--- src/design/nufs_pkg.sv ---
// ============================================================================
// nufs_pkg: shared types and constants for the text/binary frame splitter
// Item structs, frame mode and action codes, protocol bytes, helpers.
// ============================================================================
package nufs_pkg;

    // Protocol bytes
    localparam logic [7:0] TEXT_SYNC0 = 8'h24;   // '$'
    localparam logic [7:0] TEXT_SYNC1 = 8'h47;   // 'G'
    localparam logic [7:0] BIN_SYNC0  = 8'hB5;
    localparam logic [7:0] BIN_SYNC1  = 8'h62;
    localparam logic [7:0] LINE_FEED  = 8'h0A;
    localparam logic [23:0] GGA_CODE  = 24'h474741;

    localparam logic [7:0] CLS_RAW      = 8'h02;
    localparam logic [7:0] ID_RAW_MEAS  = 8'h15;
    localparam logic [7:0] ID_SUBFRAME  = 8'h13;
    localparam logic [7:0] CLS_NAV      = 8'h01;
    localparam logic [7:0] ID_NAV_SOL   = 8'h06;

    localparam int unsigned CNT_W = 17;
    localparam logic [CNT_W-1:0] COUNT_MAX   = 17'd65543;
    localparam logic [CNT_W-1:0] NAV_MAX_LEN = 17'd64;
    localparam logic [CNT_W-1:0] GGA_MAX_LEN = 17'd128;
    localparam logic [CNT_W-1:0] BIN_OVERHEAD = 17'd8;

    // Queue between classifier and frame engine
    localparam int unsigned QUEUE_DEPTH = 2;
    localparam int unsigned QPTR_W = $clog2(QUEUE_DEPTH);
    localparam int unsigned QCNT_W = $clog2(QUEUE_DEPTH + 1);

    typedef enum logic [1:0] {
        MODE_IDLE = 2'd0,
        MODE_TEXT = 2'd1,
        MODE_BIN  = 2'd2
    } t_mode;

    typedef enum logic [2:0] {
        ACT_NONE     = 3'd0,
        ACT_GGA      = 3'd1,
        ACT_RAW_MEAS = 3'd2,
        ACT_SUBFRAME = 3'd3,
        ACT_NAV_SOL  = 3'd4
    } t_action;

    // Classified byte handed from the front to the frame engine
    typedef struct packed {
        logic [7:0] data;
        logic       start_text;
        logic       start_bin;
    } t_cls_item;

    // Result item
    typedef struct packed {
        logic [7:0]       frame_byte;
        logic             frame_kind;
        logic             first_mark;
        logic             last_mark;
        logic [CNT_W-1:0] frame_length;
        t_action          action;
    } t_result;

    // Saturating count increment
    function automatic logic [CNT_W-1:0] sat_inc(input logic [CNT_W-1:0] v);
        return (v >= COUNT_MAX) ? COUNT_MAX : v + 1'b1;
    endfunction

endpackage

--- src/design/nufs_front.sv ---
// ============================================================================
// nufs_front: byte holder and start-pair classifier
// Holds each byte until the next one (or a flush) arrives, then pushes the
// held byte with its start flags into the queue.
// ============================================================================
module nufs_front (
    input  logic               i_clk,
    input  logic               i_rst_n,
    input  logic               i_valid,
    output logic               o_ready,
    input  logic               i_kind,
    input  logic [7:0]         i_rx_byte,
    input  logic               i_space,
    output logic               o_push,
    output nufs_pkg::t_cls_item o_item
);
    import nufs_pkg::*;

    logic       r_held_valid;
    logic [7:0] r_held_byte;
    logic       w_accept;

    assign o_ready  = i_space;
    assign w_accept = i_valid && i_space;

    // Classify the held byte against the incoming one
    assign o_push            = w_accept && r_held_valid;
    assign o_item.data       = r_held_byte;
    assign o_item.start_text = !i_kind && (r_held_byte == TEXT_SYNC0) &&
                               (i_rx_byte == TEXT_SYNC1);
    assign o_item.start_bin  = !i_kind && (r_held_byte == BIN_SYNC0) &&
                               (i_rx_byte == BIN_SYNC1);

    // Hold register: a byte replaces the held one, a flush empties it
    always_ff @(posedge i_clk) begin
        if (!i_rst_n) begin
            r_held_valid <= 1'b0;
        end else if (w_accept) begin
            r_held_valid <= !i_kind;
        end
    end

    always_ff @(posedge i_clk) begin
        if (w_accept && !i_kind) begin
            r_held_byte <= i_rx_byte;
        end
    end

endmodule

--- src/design/nufs_queue.sv ---
// ============================================================================
// nufs_queue: short queue of classified items
// Register-based FIFO between the classifier and the frame engine.
// ============================================================================
module nufs_queue (
    input  logic                i_clk,
    input  logic                i_rst_n,
    input  logic                i_push,
    input  nufs_pkg::t_cls_item i_item,
    output logic                o_space,
    output logic                o_valid,
    output nufs_pkg::t_cls_item o_item,
    input  logic                i_pop
);
    import nufs_pkg::*;

    t_cls_item           r_mem [QUEUE_DEPTH];
    logic [QPTR_W-1:0]   r_wr_ptr;
    logic [QPTR_W-1:0]   r_rd_ptr;
    logic [QCNT_W-1:0]   r_count;
    logic                w_push;
    logic                w_pop;

    assign o_valid = (r_count != '0);
    assign o_space = (r_count != QCNT_W'(QUEUE_DEPTH));
    assign o_item  = r_mem[r_rd_ptr];
    assign w_push  = i_push && o_space;
    assign w_pop   = i_pop && o_valid;

    // Storage
    always_ff @(posedge i_clk) begin
        if (w_push) begin
            r_mem[r_wr_ptr] <= i_item;
        end
    end

    // Pointers and fill count
    always_ff @(posedge i_clk) begin
        if (!i_rst_n) begin
            r_wr_ptr <= '0;
            r_rd_ptr <= '0;
            r_count  <= '0;
        end else begin
            if (w_push) begin
                r_wr_ptr <= (r_wr_ptr == QPTR_W'(QUEUE_DEPTH - 1)) ? '0 : r_wr_ptr + 1'b1;
            end
            if (w_pop) begin
                r_rd_ptr <= (r_rd_ptr == QPTR_W'(QUEUE_DEPTH - 1)) ? '0 : r_rd_ptr + 1'b1;
            end
            case ({w_push, w_pop})
                2'b10:   r_count <= r_count + 1'b1;
                2'b01:   r_count <= r_count - 1'b1;
                default: r_count <= r_count;
            endcase
        end
    end

endmodule

--- src/design/nufs_back.sv ---
// ============================================================================
// nufs_back: frame engine
// Tracks text and binary frames, counts bytes, captures header fields and
// registers one result item per in-frame byte.
// ============================================================================
module nufs_back (
    input  logic                i_clk,
    input  logic                i_rst_n,
    input  logic                i_raw_enable,
    input  logic                i_valid,
    input  nufs_pkg::t_cls_item i_item,
    output logic                o_pop,
    output logic                o_valid,
    output nufs_pkg::t_result   o_res,
    input  logic                i_ready
);
    import nufs_pkg::*;

    t_mode            r_mode, n_mode;
    logic [CNT_W-1:0] r_tcount, r_bcount;
    logic [23:0]      r_stype;
    logic [15:0]      r_dlen;
    logic             r_lk;
    logic [7:0]       r_class, r_id;
    logic             r_ov;
    t_result          r_res, n_res;

    t_mode            w_mode_eff;
    logic [7:0]       w_c;
    logic [CNT_W-1:0] w_tbase, w_bbase, w_tcnt_new, w_bcnt_new;
    logic [23:0]      w_stype_base, w_stype_new;
    logic [15:0]      w_dlen_base, w_dlen_new;
    logic             w_lk_new;
    logic [7:0]       w_class_new, w_id_new;
    logic             w_text_last, w_bin_last;
    t_action          w_text_act, w_bin_act;

    assign o_pop   = i_valid && (!r_ov || i_ready);
    assign o_valid = r_ov;
    assign o_res   = r_res;
    assign w_c     = i_item.data;

    // Effective mode: a start pair overrides the running frame
    always_comb begin
        if (i_item.start_bin) begin
            w_mode_eff = MODE_BIN;
        end else if (i_item.start_text) begin
            w_mode_eff = MODE_TEXT;
        end else begin
            w_mode_eff = r_mode;
        end
    end

    // Text datapath
    always_comb begin
        w_tbase      = i_item.start_text ? '0 : r_tcount;
        w_stype_base = i_item.start_text ? '0 : r_stype;
        w_stype_new  = w_stype_base;
        if (w_tbase == 17'd3) begin
            w_stype_new[23:16] = w_c;
        end else if (w_tbase == 17'd4) begin
            w_stype_new[15:8] = w_c;
        end else if (w_tbase == 17'd5) begin
            w_stype_new[7:0] = w_c;
        end
        w_tcnt_new  = sat_inc(w_tbase);
        w_text_last = (w_c == LINE_FEED);
        w_text_act  = ((w_stype_new == GGA_CODE) && (w_tcnt_new < GGA_MAX_LEN)) ?
                      ACT_GGA : ACT_NONE;
    end

    // Binary datapath
    always_comb begin
        w_bbase     = i_item.start_bin ? '0 : r_bcount;
        w_dlen_base = i_item.start_bin ? '0 : r_dlen;
        w_lk_new    = i_item.start_bin ? 1'b0 : r_lk;
        w_dlen_new  = w_dlen_base;
        w_class_new = r_class;
        w_id_new    = r_id;
        if (w_bbase == 17'd2) begin
            w_class_new = w_c;
        end else if (w_bbase == 17'd3) begin
            w_id_new = w_c;
        end else if (w_bbase == 17'd4) begin
            w_dlen_new[7:0] = w_c;
        end else if (w_bbase == 17'd5) begin
            w_dlen_new[15:8] = w_c;
            w_lk_new         = 1'b1;
        end
        w_bcnt_new = sat_inc(w_bbase);
        w_bin_last = w_lk_new && (w_bcnt_new == ({1'b0, w_dlen_new} + BIN_OVERHEAD));
        // Message selection by class and id
        w_bin_act = ACT_NONE;
        if (w_class_new == CLS_RAW) begin
            if (i_raw_enable && (w_id_new == ID_RAW_MEAS)) begin
                w_bin_act = ACT_RAW_MEAS;
            end else if (i_raw_enable && (w_id_new == ID_SUBFRAME)) begin
                w_bin_act = ACT_SUBFRAME;
            end
        end else if ((w_class_new == CLS_NAV) && (w_id_new == ID_NAV_SOL) &&
                     (w_bcnt_new <= NAV_MAX_LEN)) begin
            w_bin_act = ACT_NAV_SOL;
        end
    end

    // Next frame mode
    always_comb begin
        n_mode = r_mode;
        if (o_pop) begin
            unique case (w_mode_eff)
                MODE_TEXT: n_mode = w_text_last ? MODE_IDLE : MODE_TEXT;
                MODE_BIN:  n_mode = w_bin_last ? MODE_IDLE : MODE_BIN;
                default:   n_mode = MODE_IDLE;
            endcase
        end
    end

    // Result fields
    always_comb begin
        n_res            = '0;
        n_res.frame_byte = w_c;
        n_res.first_mark = i_item.start_text || i_item.start_bin;
        n_res.action     = ACT_NONE;
        unique case (w_mode_eff)
            MODE_TEXT: begin
                n_res.frame_kind   = 1'b0;
                n_res.last_mark    = w_text_last;
                n_res.frame_length = w_tcnt_new;
                n_res.action       = w_text_last ? w_text_act : ACT_NONE;
            end
            MODE_BIN: begin
                n_res.frame_kind   = 1'b1;
                n_res.last_mark    = w_bin_last;
                n_res.frame_length = w_bcnt_new;
                n_res.action       = w_bin_last ? w_bin_act : ACT_NONE;
            end
            default: begin
                n_res.frame_kind = 1'b0;
            end
        endcase
    end

    // Frame state
    always_ff @(posedge i_clk) begin
        if (!i_rst_n) begin
            r_mode   <= MODE_IDLE;
            r_tcount <= '0;
            r_bcount <= '0;
            r_stype  <= '0;
            r_dlen   <= '0;
            r_lk     <= 1'b0;
            r_class  <= '0;
            r_id     <= '0;
        end else begin
            r_mode <= n_mode;
            if (o_pop && (w_mode_eff == MODE_TEXT)) begin
                r_tcount <= w_tcnt_new;
                r_stype  <= w_stype_new;
            end
            if (o_pop && (w_mode_eff == MODE_BIN)) begin
                r_bcount <= w_bcnt_new;
                r_dlen   <= w_dlen_new;
                r_lk     <= w_lk_new;
                r_class  <= w_class_new;
                r_id     <= w_id_new;
            end
        end
    end

    // Output register
    always_ff @(posedge i_clk) begin
        if (!i_rst_n) begin
            r_ov <= 1'b0;
        end else if (o_pop) begin
            r_ov <= (w_mode_eff != MODE_IDLE);
        end else if (i_ready) begin
            r_ov <= 1'b0;
        end
    end

    always_ff @(posedge i_clk) begin
        if (o_pop) begin
            r_res <= n_res;
        end
    end

endmodule

--- src/design/nmea_ubx_frame_splitter.sv ---
// ============================================================================
// nmea_ubx_frame_splitter: text sentence / binary frame splitter
// Splits a receiver byte stream into '$G' text sentences and 0xB5 0x62
// binary frames, marking each in-frame byte and coding an action on the last.
// ============================================================================
//
//  channel  | signals                                  | direction
//  ---------+------------------------------------------+----------
//  input    | i_valid/o_ready, i_kind, i_rx_byte       | in
//  result   | o_valid/i_ready, o_frame_* , o_action    | out
//  config   | i_cfg_we, i_cfg_data (raw_enable)        | in
//
//  One item per cycle sustained while results are taken. A byte is held until
//  the next item, enters the two-entry queue at that accept edge, and lands in
//  the output register when the frame engine pops it from the queue.
//  Reset (synchronous, active low) empties the hold register, queue and
//  output register and returns the frame engine to idle; raw_enable clears.
//  A stalled result stops the engine; the queue then fills and drops o_ready.
//
module nmea_ubx_frame_splitter (
    input  logic                       i_clk,
    input  logic                       i_rst_n,
    input  logic                       i_valid,
    output logic                       o_ready,
    input  logic                       i_kind,
    input  logic [7:0]                 i_rx_byte,
    output logic                       o_valid,
    input  logic                       i_ready,
    output logic [7:0]                 o_frame_byte,
    output logic                       o_frame_kind,
    output logic                       o_first_mark,
    output logic                       o_last_mark,
    output logic [nufs_pkg::CNT_W-1:0] o_frame_length,
    output logic [2:0]                 o_action,
    input  logic                       i_cfg_we,
    input  logic                       i_cfg_data
);
    import nufs_pkg::*;

    logic      r_raw_enable;
    logic      w_push, w_space, w_q_valid, w_pop;
    t_cls_item w_push_item, w_head_item;
    t_result   w_res;

    // Mode register
    always_ff @(posedge i_clk) begin
        if (!i_rst_n) begin
            r_raw_enable <= 1'b0;
        end else if (i_cfg_we) begin
            r_raw_enable <= i_cfg_data;
        end
    end

    nufs_front u_front (
        .i_clk     (i_clk),
        .i_rst_n   (i_rst_n),
        .i_valid   (i_valid),
        .o_ready   (o_ready),
        .i_kind    (i_kind),
        .i_rx_byte (i_rx_byte),
        .i_space   (w_space),
        .o_push    (w_push),
        .o_item    (w_push_item)
    );

    nufs_queue u_queue (
        .i_clk   (i_clk),
        .i_rst_n (i_rst_n),
        .i_push  (w_push),
        .i_item  (w_push_item),
        .o_space (w_space),
        .o_valid (w_q_valid),
        .o_item  (w_head_item),
        .i_pop   (w_pop)
    );

    nufs_back u_back (
        .i_clk        (i_clk),
        .i_rst_n      (i_rst_n),
        .i_raw_enable (r_raw_enable),
        .i_valid      (w_q_valid),
        .i_item       (w_head_item),
        .o_pop        (w_pop),
        .o_valid      (o_valid),
        .o_res        (w_res),
        .i_ready      (i_ready)
    );

    assign o_frame_byte   = w_res.frame_byte;
    assign o_frame_kind   = w_res.frame_kind;
    assign o_first_mark   = w_res.first_mark;
    assign o_last_mark    = w_res.last_mark;
    assign o_frame_length = w_res.frame_length;
    assign o_action       = w_res.action;

    // Actions only on the closing byte of a frame
    a_action_on_last: assert property (@(posedge i_clk) disable iff (!i_rst_n)
        (o_valid && !o_last_mark) |-> (o_action == ACT_NONE))
        else $error("action on a byte that does not end a frame");

    // A frame never opens and closes on the same byte
    a_first_not_last: assert property (@(posedge i_clk) disable iff (!i_rst_n)
        (o_valid && o_first_mark) |-> !o_last_mark)
        else $error("frame opened and closed on one byte");

    // The opening byte counts as length one
    a_first_len: assert property (@(posedge i_clk) disable iff (!i_rst_n)
        (o_valid && o_first_mark) |-> (o_frame_length == 17'd1))
        else $error("frame length not one on first byte");

    // A GGA action needs a text frame
    a_action_kind: assert property (@(posedge i_clk) disable iff (!i_rst_n)
        (o_valid && (o_action == ACT_GGA)) |-> !o_frame_kind)
        else $error("text action on a binary frame");

endmodule

--- config.mk ---
export PLATFORM = sky130hd
export DESIGN_NAME = nmea_ubx_frame_splitter
export DESIGN_NICKNAME = d
export VERILOG_FILES = /design/src/design/nufs_pkg.sv /design/src/design/nufs_front.sv /design/src/design/nufs_queue.sv /design/src/design/nufs_back.sv /design/src/design/nmea_ubx_frame_splitter.sv
export SDC_FILE = /design/constraint.sdc
export NUM_CORES = 1
export LEC_CHECK = 0
export BUFFER_PORTS_ARGS = -buffer_cell sky130_fd_sc_hd__clkbuf_2
export CAP_MARGIN = 20
export CORE_MARGIN = 2
export CORE_UTILIZATION = 25
export CTS_CLUSTER_DIAMETER = 60
export DETAILED_ROUTE_END_ITERATION = 12
export GPL_TIMING_DRIVEN = 0
export PLACE_DENSITY = 0.35
export SLEW_MARGIN = 20
export SYNTH_ARGS = -nofsm -noshare
export SYNTH_HDL_FRONTEND = slang
export SYNTH_SLANG_ARGS = --single-unit
--- constraint.sdc ---
create_clock -name i_clk -period 7.05 [get_ports i_clk]
set_clock_uncertainty 0.15 [all_clocks]
set_input_delay 0.3525 -clock i_clk [delete_from_list [all_inputs] [get_ports i_clk]]
set_output_delay 0.3525 -clock i_clk [all_outputs]
set_load 0.05 [all_outputs]
==> results.cfg, run 1 <==
[worst_setup_path]
path_class = flip-flop to flip-flop
cp.arrival_ps = 6600
endpoint_kind = flip-flop
critPathRequiredTime_ps = 7080
critPathLaunchType = flip-flop
cp_max_fo = 10

[sta]
fmax_mhz = 152
hold_viol = 0
max-slew-margin-rel_pct = 25.7
min_period_over_period_pct = 93.1
rsz0062_at_grt = false
timing.hold.ws_ps = 57.5
fin_tns_setup_ps = 0
tightest_slew_ps = 1080
setup_viol = 0
fin_crit_ps = 6560
finalMaxSlewViolations = 0

[die]
die-height_um = 188
row_count = 67
io_pins = 48
dieArea_mm2 = 0.0354
initial_core_util_pct = 25.4
die_w_um = 188
core_mm2 = 0.0334

[routing]
dr.pass1.iters = 5
antenna_left = 0
first_iter_violations = 613
post_drt_wl_per_cell_um = 22.0
route.detailed.drc = 0
vias = 7697
avgViaCountPerCell = 5.11
drt_wl_total_um = 33100

[pwr]
pwr-share-comb_pct = 32.2
power_frac_seq_pct = 37.7
internal_power_mw = 1.81
ir_drop_uv = 253
swShare_pct = 41.5
powerDensity_mw_per_mm2 = 310
p_clk_share_pct = 30.2
netSwitchingPower_mw = 1.28
power.leakage_nw = 3.31

[yosys]
synth_edf_count = 59
synth_mux_area_share_pct = 2.12
syn_inst = 966
ys_types = 81
synth-compound-area-share_pct = 18.8
synth_area_per_cell_um2 = 8.78
synthSimpleGateAreaFrac_pct = 24.6
synth_top_family_by_area = simple AND/OR/NAND/NOR gates
synth_fa_ha_area_share_pct = 1.47
syn_nets = 991
ys_seq_elements = 160
synth_flop_cell = dfxtp_1
synthXorXnorAreaFrac_pct = 4.54
synthArstFlopShare_pct = 0
synth-seq-area-share_pct = 44.7
synth_area_mm2 = 0.00849
synth_warnings = 0

[finish]
multiInputGateArea_mm2 = 0.00438
diodes = 0
area_delta_synth_final_pct = 17.8
nets = 1069
seqCellArea_mm2 = 0.00379
finalInstanceArea_mm2 = 0.00999
drive_gt1_share_pct = 11.4
num-fill-cells = 3585
fin_util_pct = 29.9

[clock_network]
cts_inserted_buffers = 17
cts_resized = 0
clock_sinks = 160
h-tree-depth = 4
clock_latency_ps = 450
path_clk_slew_ps = 70
cts_tree = done
cts_buffer_depth = 2
cts-root-buf = clkbuf_16

[placed_design]
gp_congestion = 0.828
port_buffers = 47
postPlaceCellArea_mm2 = 0.00931
dp_hpwl_um = 23900

[grt]
grt_max_degree = 23
antenna_found_initial = 0
grt_pass1_vias = 7527
grt_overflow_total = 0
grtUsageTotal_pct = 18.8
grt_pass1_wl_um = 49400

[run_status]
status = completed

[run]
drv_cap = 0

[hold_path]
hp-class = input port to flip-flop
==> kinds of logic (layout without fill, tap and decap cells) <==
group                      after synthesis  after routing
DFF                                    160            160
muxes                                   16             16
AOI/OAI and AO/OA                      232            232
buffers and inverters                   75            166
adders and majority gates               10             10
and+or+nand+nor                        429            429
xor gates and xnor gates                44             44
==> flip-flops by register name, indices dropped and copies added (netlist names), 2 cells and up, named ones only <==
register,count
u_back.r_stype,24
u_back.r_tcount,17
u_queue.r_mem,20
u_queue.r_count,2
u_back.o_res,31
u_back.r_bcount,17
u_back.r_mode,2
u_front.r_held_byte,8
u_back.r_dlen,16
u_back.r_id,8
u_back.r_class,8
==> power groups by stage <==
stage	Combinational (mW)	Sequential [mW]	Clock, mW
after floorplan	0.372	1.46	0
after global placement	0.982	1.19	0
after detailed placement	0.994	1.19	0
after CTS	1.00	1.17	0.964
after global routing	1.06	1.18	0.996
final	0.995	1.17	0.934
==> stage by stage <==
stage,instances,worst slack [ps],total power [mW]
2_1_floorplan,966,2530,1.83
5_1_grt,1505,231,3.23
3_3_place_gp,1461,446,2.17
3_5_place_dp,1462,534,2.18
6_report,1505,485,3.09
4_1_cts,1505,485,3.14
==> cells in the final DEF, fill, tap and decap left out, types with 4 or more instances in the layout <==
cell type      instances
nand2b_1               5
a21oi_1               58
buf_2                  6
o31ai_1                5
nand2_1              104
inv_1                 18
nor3_1                33
inv_6                  6
a211oi_1              22
o211ai_1               7
clkbuf_1              38
or3_1                  8
a32oi_1                8
a22oi_1               50
or4_1                  5
a21o_1                 5
buf_4                  4
xnor2_1               19
a31oi_1               12
nand3b_1               6
ha_1                  10
edfxtp_1              59
and3_1                11
nor2b_1                5
o21ai_0               26
clkbuf_2              47
nand4_1               12
xor2_1                25
dfxtp_1              101
nand3_1               41
clkbuf_16             17
and2_1                10
nor2_1               142
dlygate4sd3_1         11
and4_1                 5
mux2i_1               11
nor4_1                21
==> synthesized netlist by cell type (6+ instances only) <==
cell type    n  area (um2)
o21ai_0     26         130
nand3_1     41         205
and2_1      10        62.6
nand3b_1     6        45.0
o211ai_1     7        52.6
a211oi_1    22         165
clkbuf_1    37         139
nor2_1     142         533
xnor2_1     19         166
nor4_1      21         131
a21oi_1     58         290
edfxtp_1    59        1770
nor3_1      33         165
ha_1        10         125
or3_1        8        50.1
a32oi_1      8        70.1
and3_1      11        68.8
nand2_1    104         390
a31oi_1     12        75.1
inv_1       19        71.3
buf_2        6        30.0
nand4_1     12        75.1
mux2i_1     12         120
dfxtp_1    101        2020
a22oi_1     50         375
xor2_1      25         219
==> timing repair <==
item                      4_1_cts  5_1_grt
setup buffers                   0        0
hold buffers                   11        0
hold endpoints to repair       10        0
==> area by class of cell <==
class	instances	share of cell area, %
tap	448	5.61
clock buffer	18	4.29
clock inverter	14	1.41
inverter	24	0.901
buffer	51	2.29
timing repair buffer	59	3.73
multi-input combinational	731	43.8
sequential	160	38.0
==> worst max-delay path: stages (launching register included) <==
cell	delay, ps
dfxtp_1	310
buf_4	210
mux2i_1	850
buf_4	350
buf_2	290
buf_2	300
buf_2	330
nand2_1	120
ha_1	220
o21ai_0	110
or2_2	150
clkbuf_1	340
nor2_1	130
buf_4	200
o21ai_0	500
inv_1	140
or4b_4	580
a211oi_2	250
nand4_2	230
o21ai_0	510
==> path summary, 6_finish.rpt <==
kind,start,to,slack [ps],cells after the start
setup reg to reg,flip-flop,u_back.o_res[20],490,19
setup / recovery,flip-flop,u_back.o_res[20],490,19
hold reg to reg,u_back.r_mode[1],u_back.r_mode[1],320,2
hold / removal,i_ready,u_back.o_valid,60,3
==> metal layers <==
metal  vias up  GRT usage [%]  routed length [um]
met5         -              0                   0
met4         0           5.57                 499
met3        29           2.53                1030
met2       162           30.5               15500
met1      3790           26.2               16000
li1       3716              -                   -
No activity file was read; power rests on OpenSTA's default activity.
==> run 2: changes to the inputs <==
--- a/config.mk
+++ b/config.mk
@@ -9,6 +9,7 @@
 export CAP_MARGIN = 20
 export CORE_MARGIN = 2
 export CORE_UTILIZATION = 25
+export CTS_BUF_LIST = sky130_fd_sc_hd__clkbuf_16
 export CTS_CLUSTER_DIAMETER = 60
 export DETAILED_ROUTE_END_ITERATION = 12
 export GPL_TIMING_DRIVEN = 0
==> run 2 against run 1 <==
Compared with the run above: register-to-register slack hardly changed; global-route usage stayed put; clock-buffer cell count is 1 lower; final area stayed put; setup slack better by 0.84 ps; non-clock buffer count stayed put; hold slack hardly changed; combinational power hardly changed; die area stayed put; critical path type unchanged; largest cell class unchanged; largest power group unchanged.
==> results.cfg, run 2 (synthesis gave the netlist of run 1 again) <==
[run_status]
status = completed

[clock_network]
cts_setup_buffers = 0
path_clk_slew_ps = 70
cts_tree = done
cts_buffer_depth = 2
cts-root-buf = clkbuf_16
clock_latency_ps = 450
cts_inserted_buffers = 17
h-tree-depth = 4
clock_sinks = 160

[grt]
grt_pass1_wl_um = 49400
grt_pass1_vias = 7527
grt_overflow_total = 0
antenna_found_initial = 0
grt_max_degree = 23
grtUsageTotal_pct = 18.8

[pwr]
pwr-share-comb_pct = 32.2
swShare_pct = 41.5
internal_power_mw = 1.81
p_clk_share_pct = 30.2
netSwitchingPower_mw = 1.28
power.leakage_nw = 3.32
power_frac_seq_pct = 37.7
ir_drop_uv = 254
powerDensity_mw_per_mm2 = 310

[worst_setup_path]
slowest_stage = mux2i_1
r2r_slack_ps = 490
critPathLaunchType = flip-flop
endpoint_kind = flip-flop
cp_slowest_stage_delay_ps = 850
cp.arrival_ps = 6600
rr_endpoint = u_back.o_res[20]
path_class = flip-flop to flip-flop
cp_max_fo = 10
critPathRequiredTime_ps = 7080
crit_chain = buf_4 -> mux2i_1 -> buf_4 -> buf_2 -> buf_2 -> buf_2 -> nand2_1 -> ha_1 -> o21ai_0 -> or2_2 -> clkbuf_1 -> nor2_1 -> buf_4 -> o21ai_0 -> inv_1 -> or4b_4 -> a211oi_2 -> nand4_2 -> o21ai_0
worstRegToRegCells = 19

[die]
die_w_um = 188
row_count = 67
initial_core_util_pct = 25.4
io_pins = 48
dieArea_mm2 = 0.0354
die-height_um = 188
core_mm2 = 0.0334

[hold_path]
hp-class = input port to flip-flop
hold_end = u_back.o_valid
hold_depth = 3
hold_path_startpoint = i_ready

[routing]
antenna_left = 0
avgViaCountPerCell = 5.11
post_drt_wl_per_cell_um = 22.0
route.detailed.drc = 0
first_iter_violations = 613
drt_wl_total_um = 33100
vias = 7688
dr.pass1.iters = 5

[finish]
area_delta_synth_final_pct = 17.8
finalInstanceArea_mm2 = 0.00999
nets = 1069
mostFrequentLayoutCells = nor2_1, nand2_1, dfxtp_1
drive_gt1_share_pct = 11.4
largest_reg_flops = 31
diodes = 0
final_common_cell = nor2_1

[placed_design]
dp_hpwl_um = 23900
port_buffers = 47
gp_congestion = 0.828
postPlaceCellArea_mm2 = 0.00931

[sta]
setup_viol = 0
fin_crit_ps = 6560
max-slew-margin-rel_pct = 25.7
hold_viol = 0
tightest_slew_ps = 1080
fmax_mhz = 152
min_period_over_period_pct = 93.1
finalMaxSlewViolations = 0
fin_tns_setup_ps = 0
rsz0062_at_grt = false

[run]
drv_cap = 0
run 2: changes by cell type in the layout (fill, tap and decap cells not counted), sizes merged:
cell and delta:
clkbuf -1, inv +1
run 2: layout make-up:
class | count | area [um2]
buffer | 51 | 229
clock buffer | 17 | 425
clock inverter | 15 | 145
fill | 3585 | 23500
inverter | 24 | 90.1
multi-input combinational | 731 | 4380
sequential | 160 | 3790
tap | 448 | 561
timing repair buffer | 59 | 373
run 2: stage by stage:
step           power [mW]  util, %  cells  setup slack, ps  hold WS [ps]
2_1_floorplan        1.83        -    966             2530           286
3_3_place_gp         2.17     27.7   1461              446           306
3_5_place_dp         2.18     27.8   1462              534           308
4_1_cts              3.14     29.9   1505              485          35.3
5_1_grt              3.23     29.9   1505              231          86.7
6_report             3.09     29.9   1505              486          57.6
run 2: power by group through the flow:
stage	Combinational [mW]	Clock, mW	Sequential [mW]
final	0.995	0.933	1.17
after global routing	1.06	0.995	1.18
after CTS	1.00	0.963	1.17
after detailed placement	0.994	0	1.19
after global placement	0.982	0	1.19
after floorplan	0.372	0	1.46
run 2: worst max path at each step:
stage	from	to	slack [ps]
finish	flip-flop	u_back.o_res[20]	490
global route	flip-flop	u_back.o_res[1]	230
CTS	flip-flop	u_back.o_res[2]	480
detailed placement	flip-flop	u_back.o_res[2]	530
global placement	flip-flop	u_back.o_res[1]	450
floorplan	flip-flop	u_back.o_res[0]	2530
run 2: critical path: cells and delay by family, from the launching register on:
family,cells,cell delay (ps)
compound gates,4,1370
fa+ha+maj,1,220
mux,1,850
simple gates,5,1210
flops,1,310
buf+inv,8,2160
run 2: per-layer routing:
metal	global-route usage [%]	vias up	share of wire (%)
li1	-	3716	-
met1	26.2	3781	49
met2	30.5	162	47
met3	2.53	29	3.1
met4	5.57	0	1.5
met5	0	-	0
run 2: what timing repair did:
action / 4_1_cts / 5_1_grt
gates resized for setup: 0 / 0
hold endpoints to repair: 10 / 0
hold buffers: 11 / 0
==> run 3: changes to the inputs <==
--- a/config.mk
+++ b/config.mk
@@ -8,12 +8,11 @@
 export BUFFER_PORTS_ARGS = -buffer_cell sky130_fd_sc_hd__clkbuf_2
 export CAP_MARGIN = 20
 export CORE_MARGIN = 2
-export CORE_UTILIZATION = 25
-export CTS_BUF_LIST = sky130_fd_sc_hd__clkbuf_16
+export CORE_UTILIZATION = 44
 export CTS_CLUSTER_DIAMETER = 60
 export DETAILED_ROUTE_END_ITERATION = 12
 export GPL_TIMING_DRIVEN = 0
-export PLACE_DENSITY = 0.35
+export PLACE_DENSITY = 0.57
 export SLEW_MARGIN = 20
 export SYNTH_ARGS = -nofsm -noshare
 export SYNTH_HDL_FRONTEND = slang
==> constraint.sdc (replaced) <==
create_clock -name i_clk -period 7.05 [get_ports i_clk]
set_clock_uncertainty 0.15 [all_clocks]
set_input_delay 0.3525 -clock i_clk [delete_from_list [all_inputs] [get_ports i_clk]]
set_output_delay 0.3525 -clock i_clk [all_outputs]
set_load 0.005 [all_outputs]
==> run 3 against run 2 <==
Compared with the run above: setup slack improved by 320 ps; first-iteration DRC count increased by 32%; wire length decreased by 16%; combinational power decreased by 31%; clock-buffer cell count increased by 1; global-route usage increased by 8.9 points; critical path type unchanged; critical endpoint is now u_back.o_res[1]; sequential share of layout area increased by 0.92 points; total power decreased by 10%; clock power about the same; maximum frequency increased by 5.1%; sequential power about the same; die area decreased by 42%.
==> results.cfg, run 3 (synthesis gave the netlist of run 1 again) <==
[sta]
hold_viol = 0
setup_ws_ps = 802
tightest_slew_ps = 1050
max-slew-margin-rel_pct = 28.2
finalMaxSlewViolations = 0
rsz0062_at_grt = false
setup_viol = 0
min_period_over_period_pct = 88.6
fin_tns_setup_ps = 0
fmax_mhz = 160
fin_crit_ps = 6250

[die]
initial_core_util_pct = 45.1
dieArea_mm2 = 0.0204
die_w_um = 143
die-height_um = 143
row_count = 50
io_pins = 48
core_mm2 = 0.0188

[run_status]
status = completed

[worst_setup_path]
worstRegToRegCells = 19
endpoint_kind = flip-flop
rr_endpoint = u_back.o_res[1]
r2r_slack_ps = 800
critPathLaunchType = flip-flop
cp_max_fo = 10
critPathRequiredTime_ps = 7080
path_class = flip-flop to flip-flop
crit_path_end = u_back.o_res[1]
cp.arrival_ps = 6280

[finish]
area_delta_synth_final_pct = 15.0
fin_cells = 1316
nets = 1068
mostFrequentLayoutCells = nor2_1, nand2_1, dfxtp_1
num-fill-cells = 1808
largest_reg_flops = 31
final_common_cell = nor2_1
drive_gt1_share_pct = 11.4
diodes = 0
fin_util_pct = 51.8

[clock_network]
cts_buffer_depth = 2
path_clk_slew_ps = 70
clock_sinks = 160
h-tree-depth = 4
cts-root-buf = clkbuf_16
cts_inserted_buffers = 17
cts_resized = 0
clock_latency_ps = 440
cts_tree = done

[routing]
route.detailed.drc = 0
post_drt_wl_per_cell_um = 21.0
drt_wl_total_um = 27600
avgViaCountPerCell = 6.03
antenna_left = 0
vias = 7936
first_iter_violations = 812
dr.pass1.iters = 6

[grt]
grt_pass1_wl_um = 42600
grt_max_degree = 26
antenna_found_initial = 0
grt_pass1_vias = 7348
grt_overflow_total = 0
grtUsageTotal_pct = 27.7

[run]
drv_cap = 0

[pwr]
total_power_mw = 2.79
powerDensity_mw_per_mm2 = 285
power.leakage_nw = 3.32
ir_drop_uv = 216

[placed_design]
dp_hpwl_um = 19800
pre_cts_slack_ps = 1000
port_buffers = 47
dp.cells = 1274
gp_congestion = 0.910

[hold_path]
hp-class = input port to flip-flop
## run 3: cell types whose count changed in the layout (fill, tap and decap cells not counted), moves of 2 or more
cell / previous run / this run
clkinv_8: 0 / 4
clkinvlp_4: 2 / 0
inv_6: 6 / 4
inv_8: 3 / 5
## run 3: how the worst min path moves through the flow
| stage | from | endpoint | slack, ps | cells past startpoint |
|---|---|---|---|---|
| 2_1_floorplan | u_front.r_held_byte[5] | u_queue.r_mem[0][7] | 290 | 0 |
| 3_3_place_gp | u_back.r_mode[1] | u_back.r_mode[1] | 310 | 2 |
| 3_5_place_dp | u_back.r_mode[1] | u_back.r_mode[1] | 320 | 2 |
| 4_1_cts | i_cfg_we | r_raw_enable | 10 | 3 |
| 5_1_grt | i_cfg_we | r_raw_enable | 20 | 3 |
| 6_report | i_cfg_we | r_raw_enable | 10 | 3 |
## run 3: power by group
group          leakage, nW  switching (mW)  internal, mW  total [mW]
logic                 1.67           0.492         0.195       0.687
clock network        0.291           0.456         0.479       0.935
registers             1.36          0.0536          1.11        1.16
total                 3.32            1.00          1.78        2.79
## run 3: through the flow
step	hold WS, ps	cell area, um2
5_1_grt	24.5	9760
3_3_place_gp	310	9050
3_5_place_dp	321	9070
6_report	13.6	9760
4_1_cts	12.5	9760
2_1_floorplan	286	8490
## run 3: area by class of cell
class	instances	area (um2)	share of cell area, %
inverters	24	90.1	0.923
clock inverters	14	163	1.67
repair buffers	58	355	3.64
flip-flops and latches	160	3790	38.9
well taps	260	325	3.33
multi-input cells	731	4370	44.8
plain buffers	51	229	2.35
clock buffers	18	429	4.40
## run 3: worst max-delay path, stage by stage (launching register included)
cell      delay (ps)
dfxtp_1          310
buf_4            200
mux2i_1          750
buf_4            330
buf_2            260
buf_2            280
buf_2            320
and2_1           230
ha_1             180
o21ai_0          110
or2_2            290
clkbuf_1         200
nor2_1           220
buf_4            230
mux2i_1          280
xnor2_1          130
or4b_4           520
a211oi_2         250
nand4_2          190
nor4_1           530
## run 3: metal layers
metal	up-vias	track usage, %	part of all wire, %
li1	3727	-	-
met1	3834	39.0	45
met2	315	43.7	46
met3	60	4.76	7.1
met4	0	8.29	2.4
met5	-	0	0
## run 3: repair_timing
| action | 4_1_cts | 5_1_grt |
|---|---|---|
| hold endpoints to repair | 10 | 0 |
| setup buffers | 0 | 0 |
| hold buffers | 10 | 0 |
